===== src/sv/aabb_pkg.sv =====
// Shared types and constants for the AABB overlap table.
// No dependencies; every other file in the block imports this package.
package aabb_pkg;

  localparam int TABLE_DEPTH = 8;
  localparam int COORD_W     = 32;
  localparam int ID_W        = 3;
  localparam int CNT_W       = $clog2(TABLE_DEPTH + 1);

  // Operation codes carried by func; code 7 is unused and behaves as size.
  typedef enum logic [2:0] {
    F_CLEAR  = 3'd0,
    F_ADD    = 3'd1,
    F_UPDATE = 3'd2,
    F_REMOVE = 3'd3,
    F_QPAIR  = 3'd4,
    F_QBOX   = 3'd5,
    F_SIZE   = 3'd6
  } aabb_func_e;

  // Sequencer states.
  typedef enum logic [1:0] {
    S_IDLE,
    S_SCAN,
    S_WAIT,
    S_FINISH
  } aabb_state_e;

  // One box, all bounds signed fixed point.
  typedef struct packed {
    logic signed [COORD_W-1:0] min_x;
    logic signed [COORD_W-1:0] min_y;
    logic signed [COORD_W-1:0] min_z;
    logic signed [COORD_W-1:0] max_x;
    logic signed [COORD_W-1:0] max_y;
    logic signed [COORD_W-1:0] max_z;
  } aabb_box_t;

endpackage


===== src/sv/aabb_box_ram.sv =====
// Box storage: one write port and two registered read ports.
// Depends on aabb_pkg for the box type and table depth.
module aabb_box_ram import aabb_pkg::*; (
  input  logic                clk_i,
  input  logic                we_i,
  input  logic [ID_W-1:0]     waddr_i,
  input  aabb_box_t           wdata_i,
  input  logic [ID_W-1:0]     raddr_a_i,
  input  logic [ID_W-1:0]     raddr_b_i,
  output aabb_box_t           rdata_a_o,
  output aabb_box_t           rdata_b_o
);

  aabb_box_t mem [TABLE_DEPTH];
  aabb_box_t rdata_a_q;
  aabb_box_t rdata_b_q;

  // Write port.
  always_ff @(posedge clk_i) begin
    if (we_i) begin
      mem[waddr_i] <= wdata_i;
    end
  end

  // Registered read ports.
  always_ff @(posedge clk_i) begin
    rdata_a_q <= mem[raddr_a_i];
    rdata_b_q <= mem[raddr_b_i];
  end

  assign rdata_a_o = rdata_a_q;
  assign rdata_b_o = rdata_b_q;

endmodule


===== src/sv/aabb_ovl_unit.sv =====
// Shared overlap comparator: tests two boxes on all three axes at once.
// Depends on aabb_pkg for the box type.
module aabb_ovl_unit import aabb_pkg::*; (
  input  aabb_box_t box_a_i,
  input  aabb_box_t box_b_i,
  output logic      hit_o
);

  logic ovl_x;
  logic ovl_y;
  logic ovl_z;

  // Touching boxes count as overlapping, so the compares are inclusive.
  assign ovl_x = (box_a_i.min_x <= box_b_i.max_x) && (box_b_i.min_x <= box_a_i.max_x);
  assign ovl_y = (box_a_i.min_y <= box_b_i.max_y) && (box_b_i.min_y <= box_a_i.max_y);
  assign ovl_z = (box_a_i.min_z <= box_b_i.max_z) && (box_b_i.min_z <= box_a_i.max_z);

  assign hit_o = ovl_x && ovl_y && ovl_z;

endmodule


===== src/sv/aabb_table_overlap_query.sv =====
// AABB table with overlap queries. Clear, add, update, remove and size each
// answer with one result word, strobed from the finish step; no new start is
// taken while busy. A pair query walks all slot pairs through one comparator,
// one pair a cycle; a box query walks every slot against the latched query box.
// Each hit word waits for the next hit or the end of the scan; results cannot stall.
// Reset (rst_ni low, asynchronous) clears all valid bits and the sequencer.
module aabb_table_overlap_query import aabb_pkg::*; (
  input  logic                      clk_i,
  input  logic                      rst_ni,
  input  logic                      start,
  output logic                      busy,
  input  logic [2:0]                func_i,
  input  logic [ID_W-1:0]           obj_id_i,
  input  logic signed [COORD_W-1:0] min_x_i,
  input  logic signed [COORD_W-1:0] min_y_i,
  input  logic signed [COORD_W-1:0] min_z_i,
  input  logic signed [COORD_W-1:0] max_x_i,
  input  logic signed [COORD_W-1:0] max_y_i,
  input  logic signed [COORD_W-1:0] max_z_i,
  output logic                      result_valid_o,
  output logic                      found_o,
  output logic [ID_W-1:0]           first_id_o,
  output logic [ID_W-1:0]           second_id_o,
  output logic [CNT_W-1:0]          entry_count_o,
  output logic                      last_o
);

  localparam logic [ID_W-1:0] LAST_ID     = ID_W'(TABLE_DEPTH - 1);
  localparam logic [ID_W-1:0] PAIR_LAST_I = ID_W'(TABLE_DEPTH - 2);

  aabb_state_e state_q, state_d;
  aabb_func_e  func;

  logic [TABLE_DEPTH-1:0] valid_q;
  logic [ID_W-1:0]        i_q, i_d, j_q, j_d;
  logic                   pair_q, pair_d;
  logic                   accept;
  logic                   issue;
  logic                   scan_last;
  logic                   id_ok;
  logic                   ram_we;
  aabb_box_t              in_box;
  aabb_box_t              qbox_q;
  aabb_box_t              rd_a;
  aabb_box_t              rd_b;
  aabb_box_t              cmp_b;
  logic                   ovl_hit;
  logic                   hit;
  logic [CNT_W-1:0]       cnt;

  // Compare stage, aligned with the registered RAM read data.
  logic                   rd_vld_q;
  logic                   rd_ok_q;
  logic [ID_W-1:0]        rd_i_q;
  logic [ID_W-1:0]        rd_j_q;

  // Held-back hit, released once the next hit or the end of scan is known.
  logic                   pend_q;
  logic [ID_W-1:0]        pend_i_q;
  logic [ID_W-1:0]        pend_j_q;

  // Output word registers.
  logic                   res_vld_q;
  logic                   found_q;
  logic [ID_W-1:0]        first_q;
  logic [ID_W-1:0]        second_q;
  logic [CNT_W-1:0]       count_q;
  logic                   last_q;

  assign func   = aabb_func_e'(func_i);
  assign accept = start && (state_q == S_IDLE);
  assign busy   = (state_q != S_IDLE);
  assign id_ok  = {1'b0, obj_id_i} < (ID_W + 1)'(TABLE_DEPTH);

  assign in_box = '{min_x: min_x_i, min_y: min_y_i, min_z: min_z_i,
                    max_x: max_x_i, max_y: max_y_i, max_z: max_z_i};

  // Add always writes; update writes only over a present entry.
  assign ram_we = accept && id_ok &&
                  ((func == F_ADD) || ((func == F_UPDATE) && valid_q[obj_id_i]));

  // Number of valid entries.
  always_comb begin
    cnt = '0;
    for (int s = 0; s < TABLE_DEPTH; s++) begin
      cnt = cnt + CNT_W'(valid_q[s]);
    end
  end

  aabb_box_ram u_ram (
    .clk_i     (clk_i),
    .we_i      (ram_we),
    .waddr_i   (obj_id_i),
    .wdata_i   (in_box),
    .raddr_a_i (i_q),
    .raddr_b_i (j_q),
    .rdata_a_o (rd_a),
    .rdata_b_o (rd_b)
  );

  // A box query compares each entry against the latched query box.
  assign cmp_b = pair_q ? rd_b : qbox_q;

  aabb_ovl_unit u_ovl (
    .box_a_i (rd_a),
    .box_b_i (cmp_b),
    .hit_o   (ovl_hit)
  );

  assign hit = rd_vld_q && rd_ok_q && ovl_hit;

  assign scan_last = pair_q ? ((i_q == PAIR_LAST_I) && (j_q == LAST_ID)) : (i_q == LAST_ID);

  // Sequencer: next state and scan counters.
  always_comb begin
    state_d = state_q;
    i_d     = i_q;
    j_d     = j_q;
    pair_d  = pair_q;
    issue   = 1'b0;
    case (state_q)
      S_IDLE: begin
        if (start) begin
          case (func)
            F_QPAIR: begin
              state_d = S_SCAN;
              pair_d  = 1'b1;
              i_d     = '0;
              j_d     = ID_W'(1);
            end
            F_QBOX: begin
              state_d = S_SCAN;
              pair_d  = 1'b0;
              i_d     = '0;
              j_d     = '0;
            end
            default: begin
              state_d = S_FINISH;
            end
          endcase
        end
      end
      S_SCAN: begin
        issue = 1'b1;
        if (scan_last) begin
          state_d = S_WAIT;
        end else if (!pair_q) begin
          i_d = i_q + ID_W'(1);
        end else if (j_q == LAST_ID) begin
          i_d = i_q + ID_W'(1);
          j_d = i_q + ID_W'(2);
        end else begin
          j_d = j_q + ID_W'(1);
        end
      end
      S_WAIT: begin
        state_d = S_FINISH;
      end
      S_FINISH: begin
        state_d = S_IDLE;
      end
      default: begin
        state_d = S_IDLE;
      end
    endcase
  end

  // Sequencer registers.
  always_ff @(posedge clk_i or negedge rst_ni) begin
    if (!rst_ni) begin
      state_q <= S_IDLE;
      i_q     <= '0;
      j_q     <= '0;
      pair_q  <= 1'b0;
    end else begin
      state_q <= state_d;
      i_q     <= i_d;
      j_q     <= j_d;
      pair_q  <= pair_d;
    end
  end

  // Valid bits follow clear, add and remove.
  always_ff @(posedge clk_i or negedge rst_ni) begin
    if (!rst_ni) begin
      valid_q <= '0;
    end else if (accept) begin
      case (func)
        F_CLEAR: valid_q <= '0;
        F_ADD: begin
          if (id_ok) begin
            valid_q[obj_id_i] <= 1'b1;
          end
        end
        F_REMOVE: begin
          if (id_ok) begin
            valid_q[obj_id_i] <= 1'b0;
          end
        end
        default: begin
        end
      endcase
    end
  end

  // Query box is latched when the word is accepted.
  always_ff @(posedge clk_i) begin
    if (accept) begin
      qbox_q <= in_box;
    end
  end

  // Compare stage control.
  always_ff @(posedge clk_i or negedge rst_ni) begin
    if (!rst_ni) begin
      rd_vld_q <= 1'b0;
    end else begin
      rd_vld_q <= issue;
    end
  end

  always_ff @(posedge clk_i) begin
    rd_ok_q <= valid_q[i_q] && (!pair_q || valid_q[j_q]);
    rd_i_q  <= i_q;
    rd_j_q  <= pair_q ? j_q : '0;
  end

  // Held-back hit so that the final word can carry last.
  always_ff @(posedge clk_i or negedge rst_ni) begin
    if (!rst_ni) begin
      pend_q <= 1'b0;
    end else if (state_q == S_FINISH) begin
      pend_q <= 1'b0;
    end else if (hit) begin
      pend_q <= 1'b1;
    end
  end

  always_ff @(posedge clk_i) begin
    if (hit) begin
      pend_i_q <= rd_i_q;
      pend_j_q <= rd_j_q;
    end
  end

  // Output word: a held hit is released by a newer hit or by the finish step.
  always_ff @(posedge clk_i or negedge rst_ni) begin
    if (!rst_ni) begin
      res_vld_q <= 1'b0;
    end else begin
      res_vld_q <= (hit && pend_q) || (state_q == S_FINISH);
    end
  end

  always_ff @(posedge clk_i) begin
    count_q <= cnt;
    if (state_q == S_FINISH) begin
      found_q  <= pend_q;
      first_q  <= pend_q ? pend_i_q : '0;
      second_q <= pend_q ? pend_j_q : '0;
      last_q   <= 1'b1;
    end else begin
      found_q  <= 1'b1;
      first_q  <= pend_i_q;
      second_q <= pend_j_q;
      last_q   <= 1'b0;
    end
  end

  assign result_valid_o = res_vld_q;
  assign found_o        = found_q;
  assign first_id_o     = first_q;
  assign second_id_o    = second_q;
  assign entry_count_o  = count_q;
  assign last_o         = last_q;

  // A word without a hit is always the final word of its operation.
  assert property (@(posedge clk_i) disable iff (!rst_ni)
    (result_valid_o && !found_o) |-> last_o)
    else $error("Empty result word not marked last.");

  // Empty words carry zero ids.
  assert property (@(posedge clk_i) disable iff (!rst_ni)
    (result_valid_o && !found_o) |-> (first_id_o == '0) && (second_id_o == '0))
    else $error("Empty result word carries nonzero ids.");

  // Pair hits are ordered lower id first.
  assert property (@(posedge clk_i) disable iff (!rst_ni)
    (result_valid_o && found_o && (second_id_o != '0)) |-> (first_id_o < second_id_o))
    else $error("Pair hit ids out of order.");

  // No hit may be held while the block is idle.
  assert property (@(posedge clk_i) disable iff (!rst_ni)
    (state_q == S_IDLE) |-> !pend_q)
    else $error("Held hit left over after operation end.");

  // The finish step always produces exactly one final word next cycle.
  assert property (@(posedge clk_i) disable iff (!rst_ni)
    (state_q == S_FINISH) |=> (result_valid_o && last_o))
    else $error("Finish step did not produce the final word.");

endmodule


===== config.mk =====
export PLATFORM = sky130hd
export DESIGN_NAME = aabb_table_overlap_query
export DESIGN_NICKNAME = d
export VERILOG_FILES = /design/src/sv/aabb_pkg.sv /design/src/sv/aabb_box_ram.sv /design/src/sv/aabb_ovl_unit.sv /design/src/sv/aabb_table_overlap_query.sv
export SDC_FILE = /design/constraint.sdc
export NUM_CORES = 2
export LEC_CHECK = 0
export BUFFER_PORTS_ARGS = -buffer_cell sky130_fd_sc_hd__buf_4
export CORE_ASPECT_RATIO = 0.5
export CORE_UTILIZATION = 40
export CTS_BUF_LIST = sky130_fd_sc_hd__clkbuf_8
export DETAILED_ROUTE_END_ITERATION = 8
export GPL_TIMING_DRIVEN = 0
export MAX_ROUTING_LAYER = met4
export PLACE_DENSITY = 0.61
export SETUP_SLACK_MARGIN = 0.3
export SYNTH_ARGS = -nofsm -noshare
export SYNTH_HDL_FRONTEND = slang
export SYNTH_SLANG_ARGS = --single-unit

===== constraint.sdc =====
create_clock -name clk_i -period 29.9 [get_ports clk_i]
set_clock_uncertainty 0.05 [all_clocks]
set_input_delay 4.485 -clock clk_i [delete_from_list [all_inputs] [get_ports clk_i]]
set_output_delay 4.485 -clock clk_i [all_outputs]
set_load 0.05 [all_outputs]

==> flow_metrics.tcl <==
set metrics [dict create \
    status "finished, violations left" \
    violations "max-capacitance violations, max-slew violations" \
    multi_input_area_mm2 0.0289 \
    num_vias 51800 \
    path_class "reg2reg" \
    cts.path.max_buffers 4 \
    cp_num_buf_inv 3 \
    whs_ns 0.354 \
    path_clk_slew_ns 0.07 \
    fillerInstances 19100 \
    core_mm2 0.225 \
    rows 123 \
    gp_congestion 0.867 \
    yosysMostFrequentCell "edfxtp_1" \
    cpMaxStageDelayCell "clkbuf_1" \
    grt_pass1_wl_um 371000 \
    h-tree-depth 5 \
    totalPowerFinal_uw 8900 \
    rsz0062_at_grt "false" \
    final_max_slew_viol_count 11 \
    register_area_mm2 0.0606 \
    portBuffers 214 \
    critPathMaxFanout 10 \
    ys_top_cells_by_area "edfxtp_1, mux4_2, dfxtp_1" \
    antenna_left 0 \
    dr.pass1.iters 6 \
    cts_setup_buffers 0 \
    detail_route.wl_per_cell_um 27.9 \
    relSlewSlack -0.0407 \
    cts_resized 0 \
    final.period_utilization 0.257 \
    final_util 0.466 \
    maxCapViolCount 1 \
    synth_top_area_frac 0.572 \
    hold_path.class "reg2reg" \
    ys_seq_elements 2157 \
    die_h_um 339 \
    grt_max_degree 53 \
    min_period_ns 7.70 \
    synthArstFlopShare 0.00927 \
    tightest_slew_ns 1.56 \
    dpl_cell_area_mm2 0.0987 \
    finalSetupViolCount 0 \
    ys_types 68 \
    die_w_um 677 \
    start_util 0.404 \
    vias_per_cell 5.60 \
    clkLatencyLatePin_ns 0.98 \
    drive_gt1_frac 0.270 \
    arrival_ns 8.19 \
    gr-total-overflow 0 \
    syn_to_final_growth_pct 15.3 \
    drt_iter0_markers 5609 \
    start_kind "flip-flop" \
    critPathRequiredTime_ns 30.40 \
    leakagePower_uw 0.0368 \
    drcViolationCount 0 \
    cts-root-buf "clkbuf_8" \
    cts.sinks 2157 \
    critPathCaptureType "flip-flop" \
    hold_violations 0 \
    ios 215 \
    fin_nets 6359 \
    cts_hold_buf 0 \
    antenna_found_initial 43 \
    syn_area_mm2 0.0910 \
    synth.largest_area_cell "edfxtp_1" \
    crit_family "buffers and inverters" \
    cp_slowest_stage_delay_ns 1.07 \
    cts_tree "done" \
    synth_edf_count 1734 \
    grt_usage 0.230 \
    crit_top_cell "clkbuf_1" \
    ys.warnings.count 0 \
    grt_pass1_vias 55000 \
    path_cells "clkbuf_1 > clkbuf_1 > clkbuf_1 > mux2i_1 > ha_1 > nand4_1 > nor3_1 > a21boi_0 > o41ai_1 > o2111ai_1 > mux2i_1 > nor4_2" \
    yosys-top-cells-count "edfxtp_1, nand2_1, mux4_2, dfxtp_1, ha_1" \
    synth_ff_type "edfxtp_1" \
    dp_hpwl_um 178000 \
    syn-num-nets 5717 \
    routed_wl_um 258000 \
    yosysSeqAreaShare 0.666 \
    design_area_mm2 0.105 \
    synthCells 5308 \
    cts_inserted_buffers 328 \
    syn_avg_cell_area_um2 17.2 \
    p_per_area_mw_per_mm2 84.8 \
    fmax_mhz 130 \
    dieArea_mm2 0.230 \
    ir_worst_vdd_mv 0.0447 \
]
==> area by class of cell <==
type | count | share of cell area
Tap cell | 3000 | 0.0358
Sequential cell | 2157 | 0.578
Timing Repair Buffer | 312 | 0.0362
Buffer | 284 | 0.0108
Antenna cell | 32 | 0.000763
Clock buffer | 373 | 0.0489
Multi-Input combinational cell | 2747 | 0.276
Clock inverter | 228 | 0.0101
Inverter | 120 | 0.00429
==> worst register-to-register path: cells and delay by family, from the launching register on <==
family                     cells  cell delay (ns)
AOI/OAI and AO/OA              3             1.43
adders and majority gates      1             0.32
buffers and inverters          3             2.86
DFF                            1             0.37
muxes                          2             0.90
and+or+nand+nor                3             1.34
==> through the flow <==
step / setup slack (ns) / TNS [ns] / instances
after CTS: 22.18 / 0 / 9221
final: 22.20 / 0 / 9253
after floorplan: 11.63 / 0 / 5308
after detailed placement: 21.28 / 0 / 8620
after global placement: -3.90 / -5272.33 / 8522
after global routing: 22.25 / 0 / 9249
==> power by group <==
| group | switching (µW) | internal [µW] | leakage, µW | total (µW) |
|---|---|---|---|---|
| Combinational | 1680 | 1250 | 0.0138 | 2930 |
| Clock | 1160 | 1170 | 0.00365 | 2330 |
| Sequential | 95.9 | 3550 | 0.0193 | 3640 |
| Total | 2940 | 5960 | 0.0368 | 8900 |
==> flip-flops by register name, summed over array words and instances, names as in the netlist <==
register / cells
entry_count_o: 4
first_id_o: 3
found_o: 1
i_q: 3
j_q: 3
last_o: 1
pair_q: 1
pend_i_q: 3
pend_j_q: 3
pend_q: 1
qbox_q: 192
rd_i_q: 3
rd_j_q: 3
rd_ok_q: 1
rd_vld_q: 1
result_valid_o: 1
second_id_o: 3
state_q: 2
u_ram.mem: 1536
u_ram.rdata_a_o: 192
u_ram.rdata_b_o: 192
valid_q: 8
==> metal layers <==
layer	up-vias	share of wire	global-route usage	wire length, µm
met5	-	0	-	0
met4	0	0.030	0.0818	7870
met3	453	0.078	0.0445	20100
met2	2118	0.49	0.367	127000
met1	27100	0.40	0.294	103000
li1	22100	-	-	-
==> logic make-up after synthesis <==
logic type / Yosys count / share of synthesized area
AND/OR/NAND/NOR: 1363 / 0.0599
XOR/XNOR: 2 / 0.000192
adder cells (fa/ha/maj): 208 / 0.0289
AO/OA/AOI/OAI: 203 / 0.0137
flip-flops: 2157 / 0.666
multiplexers: 971 / 0.214
buffers and inverters: 404 / 0.0171
==> placed cells by master (no fill, tap or decap), types with 26 or more instances in the layout <==
master    Yosys  layout
a21oi_1      83      83
buf_1        94      92
buf_12        0      67
buf_16        0      31
buf_2        30      30
buf_4         0     214
clkbuf_1    160     136
clkbuf_2      0      26
clkbuf_8      0     373
clkinv_1      1      50
clkinv_2      0      29
dfxtp_1     403     403
diode_2       0      32
edfxtp_1   1734    1734
ha_1        204     204
inv_1       119     249
mux2_2      100     100
mux2i_1      98      98
mux4_2      772     772
nand2_1    1209    1209
nand4_1      37      37
o21ai_0      44      44
==> path summary, 6_finish.rpt <==
check	startpoint	end	slack, ns	cells past startpoint
hold / removal	rd_i_q[1]$_DFF_P_	pend_i_q[1]$_DFFE_PP_	0.35	0
setup / recovery	pair_q$_DFFE_PN0P_	pend_j_q[1]$_DFFE_PP_	22.20	12
setup reg to reg	pair_q$_DFFE_PN0P_	pend_j_q[1]$_DFFE_PP_	22.20	12
min in group asynchronous	rst_ni	pair_q$_DFFE_PN0P_	3.33	1
hold reg to reg	rd_i_q[1]$_DFF_P_	pend_i_q[1]$_DFFE_PP_	0.35	0
max in group asynchronous	rst_ni	valid_q[6]$_DFFE_PN0P_	26.19	1
(Power assumes the default switching activity.)
